**src/rtl/core/bmpu_pkg.sv**
```systemverilog
package bmpu_pkg;

   // Default palette depth and the width of the pixel depth field.
   localparam int PALETTE_DEPTH_DEFAULT = 256;
   localparam int BPP_WIDTH = 6;

   // Configuration register indexes.
   localparam logic CSR_BITS_PER_PIXEL = 1'b0;
   localparam logic CSR_PLAIN_RGB_16   = 1'b1;

   // Pixel depths that the block understands.
   localparam logic [BPP_WIDTH-1:0] BPP_1  = 6'd1;
   localparam logic [BPP_WIDTH-1:0] BPP_2  = 6'd2;
   localparam logic [BPP_WIDTH-1:0] BPP_4  = 6'd4;
   localparam logic [BPP_WIDTH-1:0] BPP_8  = 6'd8;
   localparam logic [BPP_WIDTH-1:0] BPP_16 = 6'd16;
   localparam logic [BPP_WIDTH-1:0] BPP_24 = 6'd24;
   localparam logic [BPP_WIDTH-1:0] BPP_32 = 6'd32;

   // Input operation codes.
   localparam logic OP_LOAD = 1'b0;
   localparam logic OP_DATA = 1'b1;

   typedef struct packed {
      logic       operation;
      logic [7:0] palette_slot;
      logic [7:0] load_blue;
      logic [7:0] load_green;
      logic [7:0] load_red;
      logic [7:0] data_byte;
   } req_payload_type;

   typedef struct packed {
      logic [7:0] blue;
      logic [7:0] green;
      logic [7:0] red;
      logic       last_of_run;
   } rsp_payload_type;

   typedef struct packed {
      logic [BPP_WIDTH-1:0] bits_per_pixel;
      logic                 plain_rgb_16;
   } cfg_type;

   // Work classes handed from the front to the back.
   typedef enum logic [1:0] {
      KIND_LOAD    = 2'd0,
      KIND_PALETTE = 2'd1,
      KIND_DIRECT  = 2'd2
   } entry_kind_type;

   // One queue entry. The color holds blue low and red high; a palette
   // byte travels in the low byte of the color.
   typedef struct packed {
      entry_kind_type kind;
      logic [7:0]     slot;
      logic [23:0]    color;
   } entry_type;

   typedef struct packed {
      logic busy;
      logic issue;
   } back_status_type;

endpackage

```
**src/rtl/core/bmpu_queue.sv**
```systemverilog
module bmpu_queue (
   input  logic                clock,
   input  logic                reset,
   input  logic                push,
   input  bmpu_pkg::entry_type push_entry,
   input  logic                pop,
   output logic                full,
   output logic                head_valid,
   output bmpu_pkg::entry_type head,
   output logic [1:0]          count
);
   import bmpu_pkg::*;

   entry_type  slots_ff [2];
   logic       wr_ptr_ff, wr_ptr_in;
   logic       rd_ptr_ff, rd_ptr_in;
   logic [1:0] count_ff, count_in;

   assign full = count_ff == 2'd2;
   assign head_valid = count_ff != 2'd0;
   assign head = slots_ff[rd_ptr_ff];
   assign count = count_ff;

   // Pointer and fill count update.
   always_comb begin
      wr_ptr_in = push ? !wr_ptr_ff : wr_ptr_ff;
      rd_ptr_in = pop ? !rd_ptr_ff : rd_ptr_ff;
      count_in = count_ff + {1'b0, push} - {1'b0, pop};
   end

   always_ff @(posedge clock) begin
      if (reset) begin
         wr_ptr_ff <= 1'b0;
         rd_ptr_ff <= 1'b0;
         count_ff <= 2'd0;
      end else begin
         wr_ptr_ff <= wr_ptr_in;
         rd_ptr_ff <= rd_ptr_in;
         count_ff <= count_in;
      end
   end

   // Entry storage needs no reset.
   always_ff @(posedge clock) begin
      if (push) begin
         slots_ff[wr_ptr_ff] <= push_entry;
      end
   end

endmodule

```
**config.mk**
```make
export PLATFORM = sky130hd
export DESIGN_NAME = bmpu_queue
export DESIGN_NICKNAME = d
export VERILOG_FILES = /design/src/rtl/core/bmpu_pkg.sv /design/src/rtl/core/bmpu_queue.sv
export SDC_FILE = /design/constraint.sdc
export NUM_CORES = 1
export LEC_CHECK = 0
export ABC_AREA = 1
export BUFFER_PORTS_ARGS = -buffer_cell sky130_fd_sc_hd__buf_2
export CAP_MARGIN = 0
export CORE_ASPECT_RATIO = 0.6
export CORE_UTILIZATION = 35
export CTS_BUF_LIST = sky130_fd_sc_hd__clkbuf_4 sky130_fd_sc_hd__clkbuf_8 sky130_fd_sc_hd__clkbuf_16
export DETAILED_ROUTE_END_ITERATION = 6
export PLACE_DENSITY = 0.65
export SETUP_SLACK_MARGIN = 0.3
export SLEW_MARGIN = 15
export SYNTH_ARGS = -nofsm -noshare
export SYNTH_HDL_FRONTEND = slang
export SYNTH_SLANG_ARGS = --single-unit
```
**constraint.sdc**
```tcl
create_clock -name clock -period 7.67 [get_ports clock]
set_clock_uncertainty 0.05 [all_clocks]
set_input_delay 1.534 -clock clock [delete_from_list [all_inputs] [get_ports clock]]
set_output_delay 1.534 -clock clock [all_outputs]
set_load 0.02 [all_outputs]
```
==> results.md <==
* Run status: completed
* Achievable clock frequency at 280 MHz
* Antenna cell count at 0
* Total clock buffers created by CTS at 9
* Worst hold-check path type: flop to flop
* Number of rows created at floorplan at 24
* Gp weighted congestion at 0.694
* Clock tree from TritonCTS: yes
* Floorplan Core Area at 7540 sq um
* Worst r2r src: wr_ptr_ff
* Sequence of cells on the critical path: mux2_2 -> buf_2
* Port bufs at 75
* Min Tclk post-route at 3.57 ns
* Total I/O pin count at 76
* Initial antenna violation count at 2
* Number of buffers and inverters on the critical path at 1
* Min-delay src: rd_ptr_ff
* Number of distinct library cells after synthesis at 14
* Setup repair after global routing missed its margin: no
* Clock Sinks at 73
* Post-detailed-routing wire length at 4.72 mm
* Setup Crit Path Kind: flop to primary output
* Global-route wire length before repair at 7.07 mm
* Cell area after synthesis at 2830 sq um
* Ys Warns at 0
* Remaining antenna violation count at 0
* Max transition margin at 24.3%
* Endpoints failing setup at 0
* Sequential fraction of the synthesis area at 75.6%
* Number of hold buffers added after cts at 0
* CTS root buffer: clkbuf_16
* Fill cell total of the finished layout at 656
* Final hold violation count at 0
* Total routing usage reported by global routing at 11.9%
* WL per Instance at 14.4 um
* Synth-to-layout area growth at 26.0%
* Pwr dens at 277 nW/um^2
* Final Cycle Share at 46.5%
* Max Transition Viols Final at 0
* Average size of a mapped cell at 20.7 sq um
* Cell type group with the largest total delay on the critical path: flip-flops
* Remaining design rule violation count at 0
* Element type at the critical path end: primary output
* Startpoint kind of the worst setup timing path: flop
* Req. time, crit path at 6.09 ns
* Multi-input combinational cell area at 597 sq um
* Clock insertion delay at the later pin of the skew report at 0.32 ns
* Number of synthesized register bits at 73
* Critical Path Fanout Max at 34
* Vias in the first global route at 1409
* # Max-Cap Violations at 0
* Setup TNS at 0 ns
* Post-route cell area at 3570 sq um
* HPWL after detailed placement at 3.07 mm
* Slowest cell on crit path: dfxtp_2
* 1st-pass router iterations at 4
* Area of the die at 8470 sq um
* Highest cell delay on the worst timing path at 1.07 ns
* Max H-tree Level at 3
* Effective utilization at floorplan at 37.6%
* Vias per std cell at 4.32
* Number of buffers inserted to repair setup after CTS at 0
* Die H at 71.7 um
* Total nets after synthesis at 177
* Worst supply voltage drop on vdd at 0.157 mV
* Depth of the worst hold-timing path at 2
* Data arrival time of the worst path at 1.98 ns
* Clock slew seen by the registers of the worst setup and hold paths at 0.05 ns
* CTS resizes at 0
* Gate count of the mapped netlist at 137
* Iter 0 DRT Violations at 83
* Depth of the worst register-to-register path at 3
* Via total after detailed routing at 1421
* Clock tree buffer depth at 2
* Total area of sequential cells at 2140 sq um
* Maximum number of pins on one net before global-route repair at 35
* Horizontal die dimension at 118 um
* Ratio of cells with drive above 1 in the final layout at 55.6%
* End of the worst register-to-register path: slots_ff[1][9]
* Total overflow reported by the global router at 0
* Total placed instance area at 3280 sq um
* Reg2Reg Setup Slack at 5.95 ns
* Final #Nets at 260
* Static power due to leakage at 1.46 nW
* Actual transition at the worst max-transition pin at 1.14 ns
-- Yosys cell counts --
library cell | count | area, sq um
edfxtp_1 | 68 | 2040
mux2_4 | 30 | 450
inv_1 | 8 | 30.0
nor2_1 | 7 | 26.3
dfxtp_1 | 5 | 100
nand2_1 | 5 | 18.8
mux2_2 | 4 | 45.0
buf_12 | 3 | 60.1
ha_1 | 2 | 25.0
a21oi_1 | 1 | 5.00
buf_6 | 1 | 11.3
nand3_1 | 1 | 5.00
nor3_1 | 1 | 5.00
xnor2_1 | 1 | 8.76
-- per-stage QoR --
| stage | util (%) | total power [mW] | cells | hold WS, ns | setup WS (ns) |
|---|---|---|---|---|---|
| after detailed placement | 43.6 | 0.605 | 313 | 0.471 | 4.40 |
| final | 47.4 | 0.990 | 329 | 0.470 | 4.10 |
| after floorplan | - | 0.568 | 137 | 0.430 | 4.19 |
| after global routing | 47.4 | 1.03 | 329 | 0.490 | 3.98 |
| after CTS | 47.4 | 1.00 | 329 | 0.482 | 4.03 |
| after global placement | 43.6 | 0.603 | 313 | 0.446 | 4.42 |
-- placed cells by master (no fill, tap or decap), drive strengths merged --
| master | count |
|---|---|
| nor2 | 7 |
| ha | 2 |
| nand2 | 5 |
| dfxtp | 5 |
| edfxtp | 68 |
| nor3 | 1 |
| clkbuf | 11 |
| a21oi | 1 |
| mux2 | 34 |
| nand3 | 1 |
| inv | 8 |
| xnor2 | 1 |
| clkinv | 4 |
| bufinv | 1 |
| buf | 76 |
-- sequential cells by signal, indices dropped and copies added (netlist names), named ones only --
| signal | flops |
|---|---|
| count | 2 |
| rd_ptr_ff | 1 |
| slots_ff | 68 |
| wr_ptr_ff | 1 |
-- cell type report --
cell class,count,share of cell area [%]
Inverter,8,0.841
Tap cell,104,3.65
Clock inverter,5,1.30
Multi-Input combinational cell,52,16.7
Sequential cell,73,60.0
Clock buffer,11,6.73
Timing Repair Buffer,76,10.7
-- routing by layer --
| layer | GRT usage [%] | up-vias | share of wire, % |
|---|---|---|---|
| li1 | - | 678 | - |
| met4 | 4.27 | 2 | 0.68 |
| met3 | 7.64 | 5 | 9.6 |
| met1 | 14.4 | 678 | 46 |
| met2 | 17.1 | 58 | 43 |
| met5 | 0 | - | 0.21 |
-- kinds of logic after synthesis --
group | count (synthesis) | synth area share [%]
xor+xnor | 1 | 0.309
fa+ha+maj | 2 | 0.883
simple gates | 14 | 1.94
mux | 34 | 17.5
compound gates | 1 | 0.177
buf+inv | 12 | 3.58
flops | 73 | 75.6
-- report_power, final --
part / leakage, nW / switching [mW] / internal (mW) / total, mW
clock: 0.143 / 0.140 / 0.255 / 0.395
sequential: 0.680 / 0.0157 / 0.461 / 0.477
combinational: 0.633 / 0.0622 / 0.0559 / 0.118
-- how the worst max path moves through the flow --
stage / end / slack (ns) / depth (start not counted)
floorplan: slots_ff[0][0] / 4.19 / 2
global placement: head[0] / 4.42 / 2
detailed placement: head[1] / 4.40 / 2
CTS: head[2] / 4.03 / 2
global route: head[33] / 3.98 / 2
finish: head[2] / 4.10 / 2
-- worst reg2reg max path: stages (launching register included) --
cell and delay [ns]:
dfxtp_1 0.38, nand2_1 0.06, inv_1 0.48, buf_4 0.41
Note: power is estimated with default switching activity, not from simulation.
