## config.mk

```make
export PLATFORM = sky130hd
export DESIGN_NAME = bmpu_front
export DESIGN_NICKNAME = d
export VERILOG_FILES = /design/src/rtl/core/bmpu_pkg.sv /design/src/rtl/core/bmpu_front.sv
export SDC_FILE = /design/constraint.sdc
export NUM_CORES = 1
export LEC_CHECK = 0
export BUFFER_PORTS_ARGS = -buffer_cell sky130_fd_sc_hd__buf_2
export CORE_MARGIN = 8
export CORE_UTILIZATION = 51
export CTS_CLUSTER_SIZE = 8
export DETAILED_ROUTE_END_ITERATION = 16
export PLACE_DENSITY = 0.85
export SLEW_MARGIN = 25
export SYNTH_ARGS = -nofsm -noshare
export SYNTH_HDL_FRONTEND = slang
export SYNTH_SLANG_ARGS = --single-unit
```

## constraint.sdc

```tcl
create_clock -name clock -period 6.5 [get_ports clock]
set_input_delay 0.325 -clock clock [delete_from_list [all_inputs] [get_ports clock]]
set_output_delay 0.325 -clock clock [all_outputs]
set_load 0.01 [all_outputs]
```

## src/rtl/core/bmpu_pkg.sv

```systemverilog
package bmpu_pkg;

   // Default palette depth and the width of the pixel depth field.
   localparam int PALETTE_DEPTH_DEFAULT = 256;
   localparam int BPP_WIDTH = 6;

   // Configuration register indexes.
   localparam logic CSR_BITS_PER_PIXEL = 1'b0;
   localparam logic CSR_PLAIN_RGB_16   = 1'b1;

   // Pixel depths that the block understands.
   localparam logic [BPP_WIDTH-1:0] BPP_1  = 6'd1;
   localparam logic [BPP_WIDTH-1:0] BPP_2  = 6'd2;
   localparam logic [BPP_WIDTH-1:0] BPP_4  = 6'd4;
   localparam logic [BPP_WIDTH-1:0] BPP_8  = 6'd8;
   localparam logic [BPP_WIDTH-1:0] BPP_16 = 6'd16;
   localparam logic [BPP_WIDTH-1:0] BPP_24 = 6'd24;
   localparam logic [BPP_WIDTH-1:0] BPP_32 = 6'd32;

   // Input operation codes.
   localparam logic OP_LOAD = 1'b0;
   localparam logic OP_DATA = 1'b1;

   typedef struct packed {
      logic       operation;
      logic [7:0] palette_slot;
      logic [7:0] load_blue;
      logic [7:0] load_green;
      logic [7:0] load_red;
      logic [7:0] data_byte;
   } req_payload_type;

   typedef struct packed {
      logic [7:0] blue;
      logic [7:0] green;
      logic [7:0] red;
      logic       last_of_run;
   } rsp_payload_type;

   typedef struct packed {
      logic [BPP_WIDTH-1:0] bits_per_pixel;
      logic                 plain_rgb_16;
   } cfg_type;

   // Work classes handed from the front to the back.
   typedef enum logic [1:0] {
      KIND_LOAD    = 2'd0,
      KIND_PALETTE = 2'd1,
      KIND_DIRECT  = 2'd2
   } entry_kind_type;

   // One queue entry. The color holds blue low and red high; a palette
   // byte travels in the low byte of the color.
   typedef struct packed {
      entry_kind_type kind;
      logic [7:0]     slot;
      logic [23:0]    color;
   } entry_type;

   typedef struct packed {
      logic busy;
      logic issue;
   } back_status_type;

endpackage

```

## src/rtl/core/bmpu_front.sv

```systemverilog
module bmpu_front (
   input  logic                     clock,
   input  logic                     reset,
   input  logic                     csr_write_enable,
   input  logic                     csr_index,
   input  logic [5:0]               csr_write_data,
   input  logic                     accept,
   input  bmpu_pkg::req_payload_type req_payload,
   output logic                     push,
   output bmpu_pkg::entry_type      push_entry,
   output bmpu_pkg::cfg_type        cfg
);
   import bmpu_pkg::*;

   cfg_type     cfg_ff, cfg_in;
   logic [1:0]  phase_ff, phase_in;
   logic [23:0] held_ff, held_in;

   logic        palette_mode;
   logic        direct_mode;
   logic [2:0]  need;
   logic        complete;
   logic [7:0]  d;
   logic [23:0] pixel;

   assign cfg = cfg_ff;
   assign d = req_payload.data_byte;

   // Classify the current depth.
   always_comb begin
      palette_mode = 1'b0;
      direct_mode = 1'b0;
      need = 3'd1;
      case (cfg_ff.bits_per_pixel)
         BPP_1, BPP_2, BPP_4, BPP_8: begin
            palette_mode = 1'b1;
         end
         BPP_16: begin
            direct_mode = 1'b1;
            need = 3'd2;
         end
         BPP_24: begin
            direct_mode = 1'b1;
            need = 3'd3;
         end
         BPP_32: begin
            direct_mode = 1'b1;
            need = 3'd4;
         end
         default: begin
            palette_mode = 1'b0;
         end
      endcase
   end

   // A multi-byte pixel is complete on the byte that reaches the needed count.
   assign complete = ({1'b0, phase_ff} + 3'd1) >= need;

   // Assemble the finished direct pixel from the held bytes and this byte.
   always_comb begin
      case (cfg_ff.bits_per_pixel)
         BPP_16: begin
            pixel = {{d[6:2], 3'b000}, {d[1:0], held_ff[7:5], 3'b000},
                     {held_ff[4:0], 3'b000}};
         end
         BPP_24: begin
            pixel = {d, held_ff[15:0]};
         end
         default: begin
            pixel = held_ff;
         end
      endcase
   end

   // Next state of the configuration and of the byte assembly.
   always_comb begin
      cfg_in = cfg_ff;
      phase_in = phase_ff;
      held_in = held_ff;
      push = 1'b0;
      push_entry.kind = KIND_LOAD;
      push_entry.slot = req_payload.palette_slot;
      push_entry.color = {req_payload.load_red, req_payload.load_green,
                          req_payload.load_blue};
      if (csr_write_enable) begin
         case (csr_index)
            CSR_BITS_PER_PIXEL: begin
               cfg_in.bits_per_pixel = csr_write_data;
               phase_in = 2'd0;
               held_in = 24'd0;
            end
            CSR_PLAIN_RGB_16: begin
               cfg_in.plain_rgb_16 = csr_write_data[0];
            end
            default: begin
               cfg_in = cfg_ff;
            end
         endcase
      end
      if (accept) begin
         if (req_payload.operation == OP_LOAD) begin
            push = 1'b1;
         end else if (palette_mode) begin
            push = 1'b1;
            push_entry.kind = KIND_PALETTE;
            push_entry.color = {16'd0, d};
         end else if (direct_mode) begin
            if (!complete) begin
               case (phase_ff)
                  2'd0: held_in = {held_ff[23:8], d};
                  2'd1: held_in = {held_ff[23:16], d, held_ff[7:0]};
                  default: held_in = {d, held_ff[15:0]};
               endcase
               phase_in = phase_ff + 2'd1;
            end else begin
               phase_in = 2'd0;
               held_in = 24'd0;
               push = !(cfg_ff.bits_per_pixel == BPP_16 && !cfg_ff.plain_rgb_16);
               push_entry.kind = KIND_DIRECT;
               push_entry.color = pixel;
            end
         end
      end
   end

   always_ff @(posedge clock) begin
      if (reset) begin
         cfg_ff.bits_per_pixel <= BPP_24;
         cfg_ff.plain_rgb_16 <= 1'b1;
         phase_ff <= 2'd0;
         held_ff <= 24'd0;
      end else begin
         cfg_ff <= cfg_in;
         phase_ff <= phase_in;
         held_ff <= held_in;
      end
   end

endmodule

```

==> summary.md, run 1 <==
| Metric | Value |
|---|---|
| Outcome | `finished clean` |
| Vias after detailed routing | `2299` |
| Core area | `4029 um^2` |
| Clock Tree Buf Depth | `2` |
| Fin crit share | `68.96%` |
| Max frequency | `0.2231 GHz` |
| Die width | `80.96 um` |
| Resized cells post-CTS | `0` |
| DP Worst Slack | `2.398 ns` |
| H-tree levels | `2` |
| CP max stage cell | `nor2_1` |
| Setup TNS | `0 ns` |
| Final #Nets | `385` |
| Synthesized cell area | `2152 um^2` |
| GPL Wtd Cong | `0.9062` |
| Critical path launch point | `cfg[1]$_SDFFE_PP0P_` |
| WHS | `0.2400 ns` |
| CP max FO | `24` |
| WL/cell | `17.55 um` |
| Yosys reg bits | `33` |
| Worst Min Path Start | `csr_write_data[4]` |
| Synth cell count leaders | `49 x nand2_1, 33 x dfxtp_1, 25 x a22o_1` |
| Syn_area_per_cell | `8.152 um^2` |
| Yosys warning count | `0` |
| Setup Skew | `0.006824 ns` |
| Hold Crit Class | `input port to flop` |
| Max VDD drop | `0.1804 mV` |
| EDFF count, synth | `0` |
| Largest net degree at the start of global routing | `26` |
| Post-CTS Setup Inserts | `0` |
| PD cells | `225.3 nW/um^2` |
| Static leakage | `0.001117 uW` |
| DIE HEIGHT | `80.96 um` |
| Number of clock buffers inserted by TritonCTS | `5` |
| Top FF cell, synth | `dfxtp_1` |
| DRC viols | `0` |
| Fill cell count | `361` |
| Io pins | `94` |
| Unrepaired setup endpoints after global routing | `no` |
| Share of cells above drive strength 1 | `32.01%` |
| Cells after Synth | `264` |
| CP cell instances | `or3_1 -> nor2_1 -> inv_1 -> ha_1 -> nand2_1 -> o21ai_0 -> nand2_4 -> clkinv_2 -> nor2_1 -> a311oi_2 -> buf_2` |
| Grt ovf | `0` |
| Tot GR Track Use | `20.14%` |
| First-pass GRT wire length | `10680 um` |
| Reg area | `660.6 um^2` |
| Largest stage delay on the critical path | `0.60 ns` |
| IO buf count | `77` |
| Slew @ Worst Pin | `0.7373 ns` |
| Antenna-violating nets left | `0` |
| WS Path Type | `flop to output pin` |
| Maxcap violations | `0` |
| Initial antenna violation count | `0` |
| Post-route minimum period | `4.482 ns` |
| Setup ws final | `2.018 ns` |
| Initial Util | `53.42%` |
| Worst-path clk slew | `0.07 ns` |
| CTS tree | `done` |
| Synth cell types | `45` |
| Seq/Total Area, Yosys | `30.70%` |
| # clock sinks | `33` |
| Ant diodes | `0` |
| Hold_buf cts | `0` |
| Area grow syn2layout | `21.51%` |
| Drt pass-1 iters | `4` |
| Data required, critical path | `6.17 ns` |
| Hpwl dp | `4984 um` |
| Worst rel slew slack | `50.33%` |
| Number of global-route vias before repair | `2247` |
| CP endpoint kind | `output pin` |
| Post-Route WL | `6634 um` |
| Reg2reg start | `cfg[1]$_SDFFE_PP0P_` |
| Clock Latency Late Sink | `0.29 ns` |
| Syn Nets | `322` |
| Slew Limit Fails | `0` |
| Die area | `6555 um^2` |
| Buffer and inverter count on the worst path | `3` |
| Multi-input logic area | `1338 um^2` |
| Count of final setup violators | `0` |
| Routed vias/inst | `6.082` |
| Row count | `23` |
| Crit-path most repeated cell | `nor2_1` |
| FFs w/ async S/R, synth | `0%` |
| CP arrival | `4.16 ns` |
| Count leader, synth | `nand2_1` |
| Worst Setup Start Kind | `flop` |
| Yosys top cell by area | `dfxtp_1` |
| Ranking of synthesized cells by area | `dfxtp_1 31%, a22o_1 10%, nand2_1 8.5%` |
| Final Util | `64.91%` |
| Delay-heaviest family, CP | `simple AND/OR/NAND/NOR gates` |
| Fin. Hold Viols | `0` |
| Starting DRC count in detailed routing | `211` |
| Clk root buf | `clkbuf_8` |
| Top-area cell type share of the netlist area | `30.70%` |
| Total chip power | `589.2 uW` |
[final timing paths]
| check | end | slack, ns | depth (start not counted) |
|---|---|---|---|
| setup / recovery | push_entry[15] | 2.02 | 11 |
| hold reg to reg | held_ff[12]$_SDFFE_PP0P_ | 0.49 | 1 |
| setup reg to reg | held_ff[19]$_SDFFE_PP0P_ | 3.13 | 9 |
| hold / removal | cfg[5]$_SDFFE_PP1P_ | 0.24 | 3 |
[state kept, by name, indices dropped and copies added, names as in the netlist]
signal / cells
cfg: 7
held_ff: 24
phase_ff: 2
[report_power, final]
| part | switching [uW] | internal, uW | total, uW |
|---|---|---|---|
| sequential | 6.97 | 207 | 214 |
| clock | 84.7 | 154 | 239 |
| combinational | 83.0 | 53.3 | 136 |
[stage by stage]
stage | instance area [um^2] | cells
after floorplan | 2152 | 264
after global placement | 2472 | 370
after detailed placement | 2472 | 370
after CTS | 2610 | 378
after global routing | 2615 | 378
final | 2615 | 378
[cell type report]
| type | count | share of cell area (%) |
|---|---|---|
| timing repair buffer | 77 | 14.74 |
| clock inverter | 3 | 2.632 |
| multi-input combinational | 202 | 51.15 |
| clock buffer | 5 | 2.632 |
| inverter | 8 | 1.196 |
| tap | 50 | 2.392 |
| sequential | 33 | 25.26 |
[cell usage in the layout (no fill, tap or decap), types with 3 or more instances in the layout]
master / instances
buf_2: 77
nand2_1: 49
dfxtp_1: 33
a22o_1: 25
a21oi_1: 19
nor2_1: 16
nand3_1: 11
nor2b_1: 8
a221o_1: 8
inv_1: 7
a311oi_2: 7
ha_1: 6
clkbuf_8: 5
nand2b_1: 4
o22ai_1: 4
a311o_1: 4
o21ai_0: 3
nor3_1: 3
and3_1: 3
a21oi_2: 3
[kinds of logic (layout without fill, tap and decap cells)]
logic type,after synthesis,in the layout,share of synthesized area (%)
compound gates,85,85,33.08
xor+xnor,1,1,0.4071
fa+ha+maj,6,6,3.488
buf+inv,29,93,7.500
flops,33,33,30.70
simple gates,110,110,24.83
[per-layer routing]
metal	global-route usage (%)	wire length, um	vias up
met3	5.850	715	22
li1	-	-	1095
met4	8.929	158	0
met2	33.04	3156	116
met1	23.87	2604	1066
met5	0	0	-
[worst min-delay path, cell delays in order]
cell	delay, ns
buf_2	0.07
nand2_1	0.04
nand3b_1	0.06
(Power assumes the default switching activity.)
==> run 2, diff against run 1 <==
ABC_AREA = 1   (was unset)
CORE_UTILIZATION = 45   (was 51)
PLACE_DENSITY = 0.77   (was 0.85)
clock period = 3.65 ns   (was 6.5 ns; I/O delays follow)
==> summary.md, run 2 <==
| Metric | Value |
|---|---|
| Outcome | `finished clean (unchanged)` |
| Largest register FFs | `24 (unchanged)` |
| Count leader, synth | `nand2_1 (unchanged)` |
| Dpl cell area | `2804 um^2 (was 2472 um^2)` |
| Post-synthesis xor/xnor area fraction | `0% (was 0.4070%)` |
| Synthesized cell area | `2507 um^2 (was 2152 um^2)` |
| Total chip power | `947.2 uW (was 589.2 uW)` |
| CTS tree | `done (unchanged)` |
| Setup TNS | `0 ns (unchanged)` |
| Largest register by flop count | `held_ff (unchanged)` |
| CP max FO | `15 (was 24)` |
| Worst Min Path Start | `csr_write_data[4] (unchanged)` |
| PD cells | `327.7 nW/um^2 (was 225.3 nW/um^2)` |
| EDFF count, synth | `0 (unchanged)` |
| Row count | `27 (was 23)` |
| Crit-path most repeated cell | `nand2_1 (was nor2_1)` |
| Share of cells above drive strength 1 | `26.55% (was 32.01%)` |
| Number of global-route vias before repair | `2557 (was 2247)` |
| H-tree levels | `2 (unchanged)` |
| Hold Crit Class | `input port to flop (unchanged)` |
| Synth cell types | `31 (was 45)` |
| Yosys reg bits | `33 (unchanged)` |
| Synth Area in Adders | `2.994% (was 3.488%)` |
| Initial Util | `46.10% (was 53.42%)` |
| Post-synthesis mux area share | `0% (unchanged)` |
| Core area | `5439 um^2 (was 4029 um^2)` |
| Largest family of logic cells by synthesized area | `simple AND/OR/NAND/NOR gates (was compound AO/OA/AOI/OAI gates)` |
| Post-CTS Setup Inserts | `0 (unchanged)` |
| Placed Cells | `517 (was 370)` |
| Data required, critical path | `3.47 ns (was 6.17 ns)` |
| Maxcap violations | `0 (unchanged)` |
| Max VDD drop | `0.2343 mV (was 0.1804 mV)` |
| Max frequency | `0.3261 GHz` |
| Static leakage | `0.001390 uW (was 0.001117 uW)` |
| Compound-Gate Fraction of Synth Area | `14.22% (was 33.08%)` |
| Antenna-violating nets left | `0 (unchanged)` |
| Syn_area_per_cell | `6.429 um^2 (was 8.152 um^2)` |
| Synth Area in Simple Gates | `42.37% (was 24.83%)` |
| Most common cell after layout, fill and taps aside | `nand2_1 (was buf_2)` |
| Top-area cell type share of the netlist area | `26.35% (was 30.70%)` |
| WL/cell | `13.51 um (was 17.55 um)` |
| Ant diodes | `0 (unchanged)` |
| Yosys warning count | `0 (unchanged)` |
| IO buf count | `77 (unchanged)` |
| WHS | `0.1083 ns (was 0.2400 ns)` |
| Flop-to-flop setup slack | `1.17 ns (was 3.13 ns)` |
| Post-Route WL | `7080 um (was 6634 um)` |
| FFs w/ async S/R, synth | `0% (unchanged)` |
| Count of final setup violators | `0 (unchanged)` |
| Largest stage delay on the critical path | `0.34 ns (was 0.60 ns)` |
| Reg2reg start | `cfg[1]$_SDFFE_PP0P_ (unchanged)` |
| Starting DRC count in detailed routing | `191 (was 211)` |
| Initial antenna violation count | `0 (unchanged)` |
| Die area | `8217 um^2 (was 6555 um^2)` |
| Fill cell count | `574 (was 361)` |
| Number of clock buffers inserted by TritonCTS | `5 (unchanged)` |
| DRC viols | `0 (unchanged)` |
| Cells after Synth | `390 (was 264)` |
| WS Path Type | `flop to output pin (unchanged)` |
| Syn Nets | `448 (was 322)` |
| GPL Wtd Cong | `0.8933 (was 0.9062)` |
| Fin crit share | `84.02%` |
| Top FF cell, synth | `dfxtp_1 (unchanged)` |
| Slew Limit Fails | `0 (unchanged)` |
| CP endpoint kind | `output pin (unchanged)` |
| Ranking of synthesized cells by area | `dfxtp_1 26%, nand2_1 18%, nand3_1 9.8% (was dfxtp_1 31%, a22o_1 10%, nand2_1 8.5%)` |
| Grt ovf | `0 (unchanged)` |
| Worst Setup Start Kind | `flop (unchanged)` |
| Seq/Total Area, Yosys | `26.35% (was 30.70%)` |
| Reg area | `660.6 um^2 (unchanged)` |
| Worst rel slew slack | `63.23% (was 50.33%)` |
| Clock Latency Late Sink | `0.28 ns (was 0.29 ns)` |
| Largest net degree at the start of global routing | `28 (was 26)` |
| Resized cells post-CTS | `0 (unchanged)` |
| Critical path launch point | `cfg[1]$_SDFFE_PP0P_ (unchanged)` |
| Clk root buf | `clkbuf_8 (unchanged)` |
| Setup Skew | `0.004620 ns (was 0.006824 ns)` |
| Unrepaired setup endpoints after global routing | `no (unchanged)` |
| # clock sinks | `33 (unchanged)` |
| Tot GR Track Use | `17.62% (was 20.14%)` |
| Worst-path clk slew | `0.06 ns (was 0.07 ns)` |
| Slew @ Worst Pin | `0.5503 ns (was 0.7373 ns)` |
| Synth cell count leaders | `117 x nand2_1, 49 x nand3_1, 39 x inv_1 (was 49 x nand2_1, 33 x dfxtp_1, 25 x a22o_1)` |
| Multi-input logic area | `1494 um^2 (was 1338 um^2)` |
| Final #Nets | `510 (was 385)` |
| Routed vias/inst | `4.994 (was 6.082)` |
| Final cell count without fillers | `524 (was 378)` |
| Hold_buf cts | `0 (unchanged)` |
| Fin. Hold Viols | `0 (unchanged)` |
| Post-route minimum period | `3.067 ns` |
| Drt pass-1 iters | `4 (unchanged)` |
| First-pass GRT wire length | `12130 um (was 10680 um)` |
| CP max stage cell | `dfxtp_1 (was nor2_1)` |
| CP arrival | `2.88 ns (was 4.16 ns)` |
| Commonest non-fill, non-tap cells in the layout | `117 x nand2_1, 77 x buf_2, 49 x nand3_1, 39 x inv_1, 38 x a21oi_1 (was 77 x buf_2, 49 x nand2_1, 33 x dfxtp_1, 25 x a22o_1, 19 x a21oi_1)` |
| CP cell instances | `nor2_4 -> nand3_2 -> nor2_4 -> inv_1 -> nand2_1 -> ha_1 -> inv_1 -> nand2_1 -> nand2_1 -> nand2_4 -> nand2_4 -> inv_2 -> or2_2 -> nand3_1 -> nand2_1 -> buf_2 (was or3_1 -> nor2_1 -> inv_1 -> ha_1 -> nand2_1 -> o21ai_0 -> nand2_4 -> clkinv_2 -> nor2_1 -> a311oi_2 -> buf_2)` |
| Clock Tree Buf Depth | `2 (unchanged)` |
| Io pins | `94 (unchanged)` |
| Vias after detailed routing | `2617 (was 2299)` |
| Post-route cell area | `2890 um^2 (was 2615 um^2)` |
| Die width | `90.65 um (was 80.96 um)` |
| Area grow syn2layout | `15.27% (was 21.51%)` |
| Yosys top cell by area | `dfxtp_1 (unchanged)` |
| DIE HEIGHT | `90.65 um (was 80.96 um)` |
| Hpwl dp | `5461 um (was 4984 um)` |
[run 2: cell types whose count changed after synthesis, sizes merged, moves of 6 or more]
cell / previous run / this run
o21ai: 3 / 13
inv: 7 / 45
a22o: 25 / 0
nor2b: 8 / 0
nand4: 0 / 6
nand2: 50 / 125
a21oi: 22 / 41
a221o: 8 / 0
nand3: 11 / 52
o211ai: 0 / 6
a311oi: 9 / 0
nor2: 19 / 31
[run 2: power breakdown]
part           switching [uW]  total (uW)  internal, uW
Combinational             192         296           104
Clock                     124         273           149
Sequential               9.75         378           368
[run 2: area by class of cell]
| class | count | area share (%) |
|---|---|---|
| clock buffer | 7 | 2.987 |
| inverter | 45 | 6.017 |
| multi-input combinational | 290 | 51.69 |
| sequential | 33 | 22.86 |
| tap | 72 | 3.117 |
| timing repair buffer | 77 | 13.33 |
[run 2: worst paths after layout]
check	endpoint	cells past startpoint
min	cfg[5]$_SDFFE_PP1P_	3
max	push_entry[5]	16
max reg2reg	held_ff[12]$_SDFFE_PP0P_	13
min reg2reg	held_ff[10]$_SDFFE_PP0P_	2
[run 2: kinds of logic (layout without fill, tap and decap cells)]
logic type,count (synthesis),after routing
and+or+nand+nor,221,221
DFF,33,33
buffers and inverters,67,129
adders and majority gates,6,6
AOI/OAI and AO/OA,63,63
[run 2: routing by layer]
metal / wire length, um / share of wire, % / track usage (%)
met4: 84 / 1.2 / 5.825
met2: 3341 / 47 / 29.11
met5: 0 / 0 / 0
met3: 547 / 7.7 / 5.320
met1: 3106 / 44 / 21.12
[run 2: worst max-delay path: cells and delay by family, from the launching register on]
family	cells	cell delay, ns
fa+ha+maj	1	0.22
flops	1	0.34
simple gates	11	1.60
buf+inv	4	0.44
[run 2: metrics by stage]
step	setup slack (ns)	util (%)
after floorplan	1.263	-
after global placement	0.9882	51.55
after detailed placement	0.8785	51.55
after CTS	0.5741	53.14
after global routing	0.3335	53.14
final	0.5832	53.14
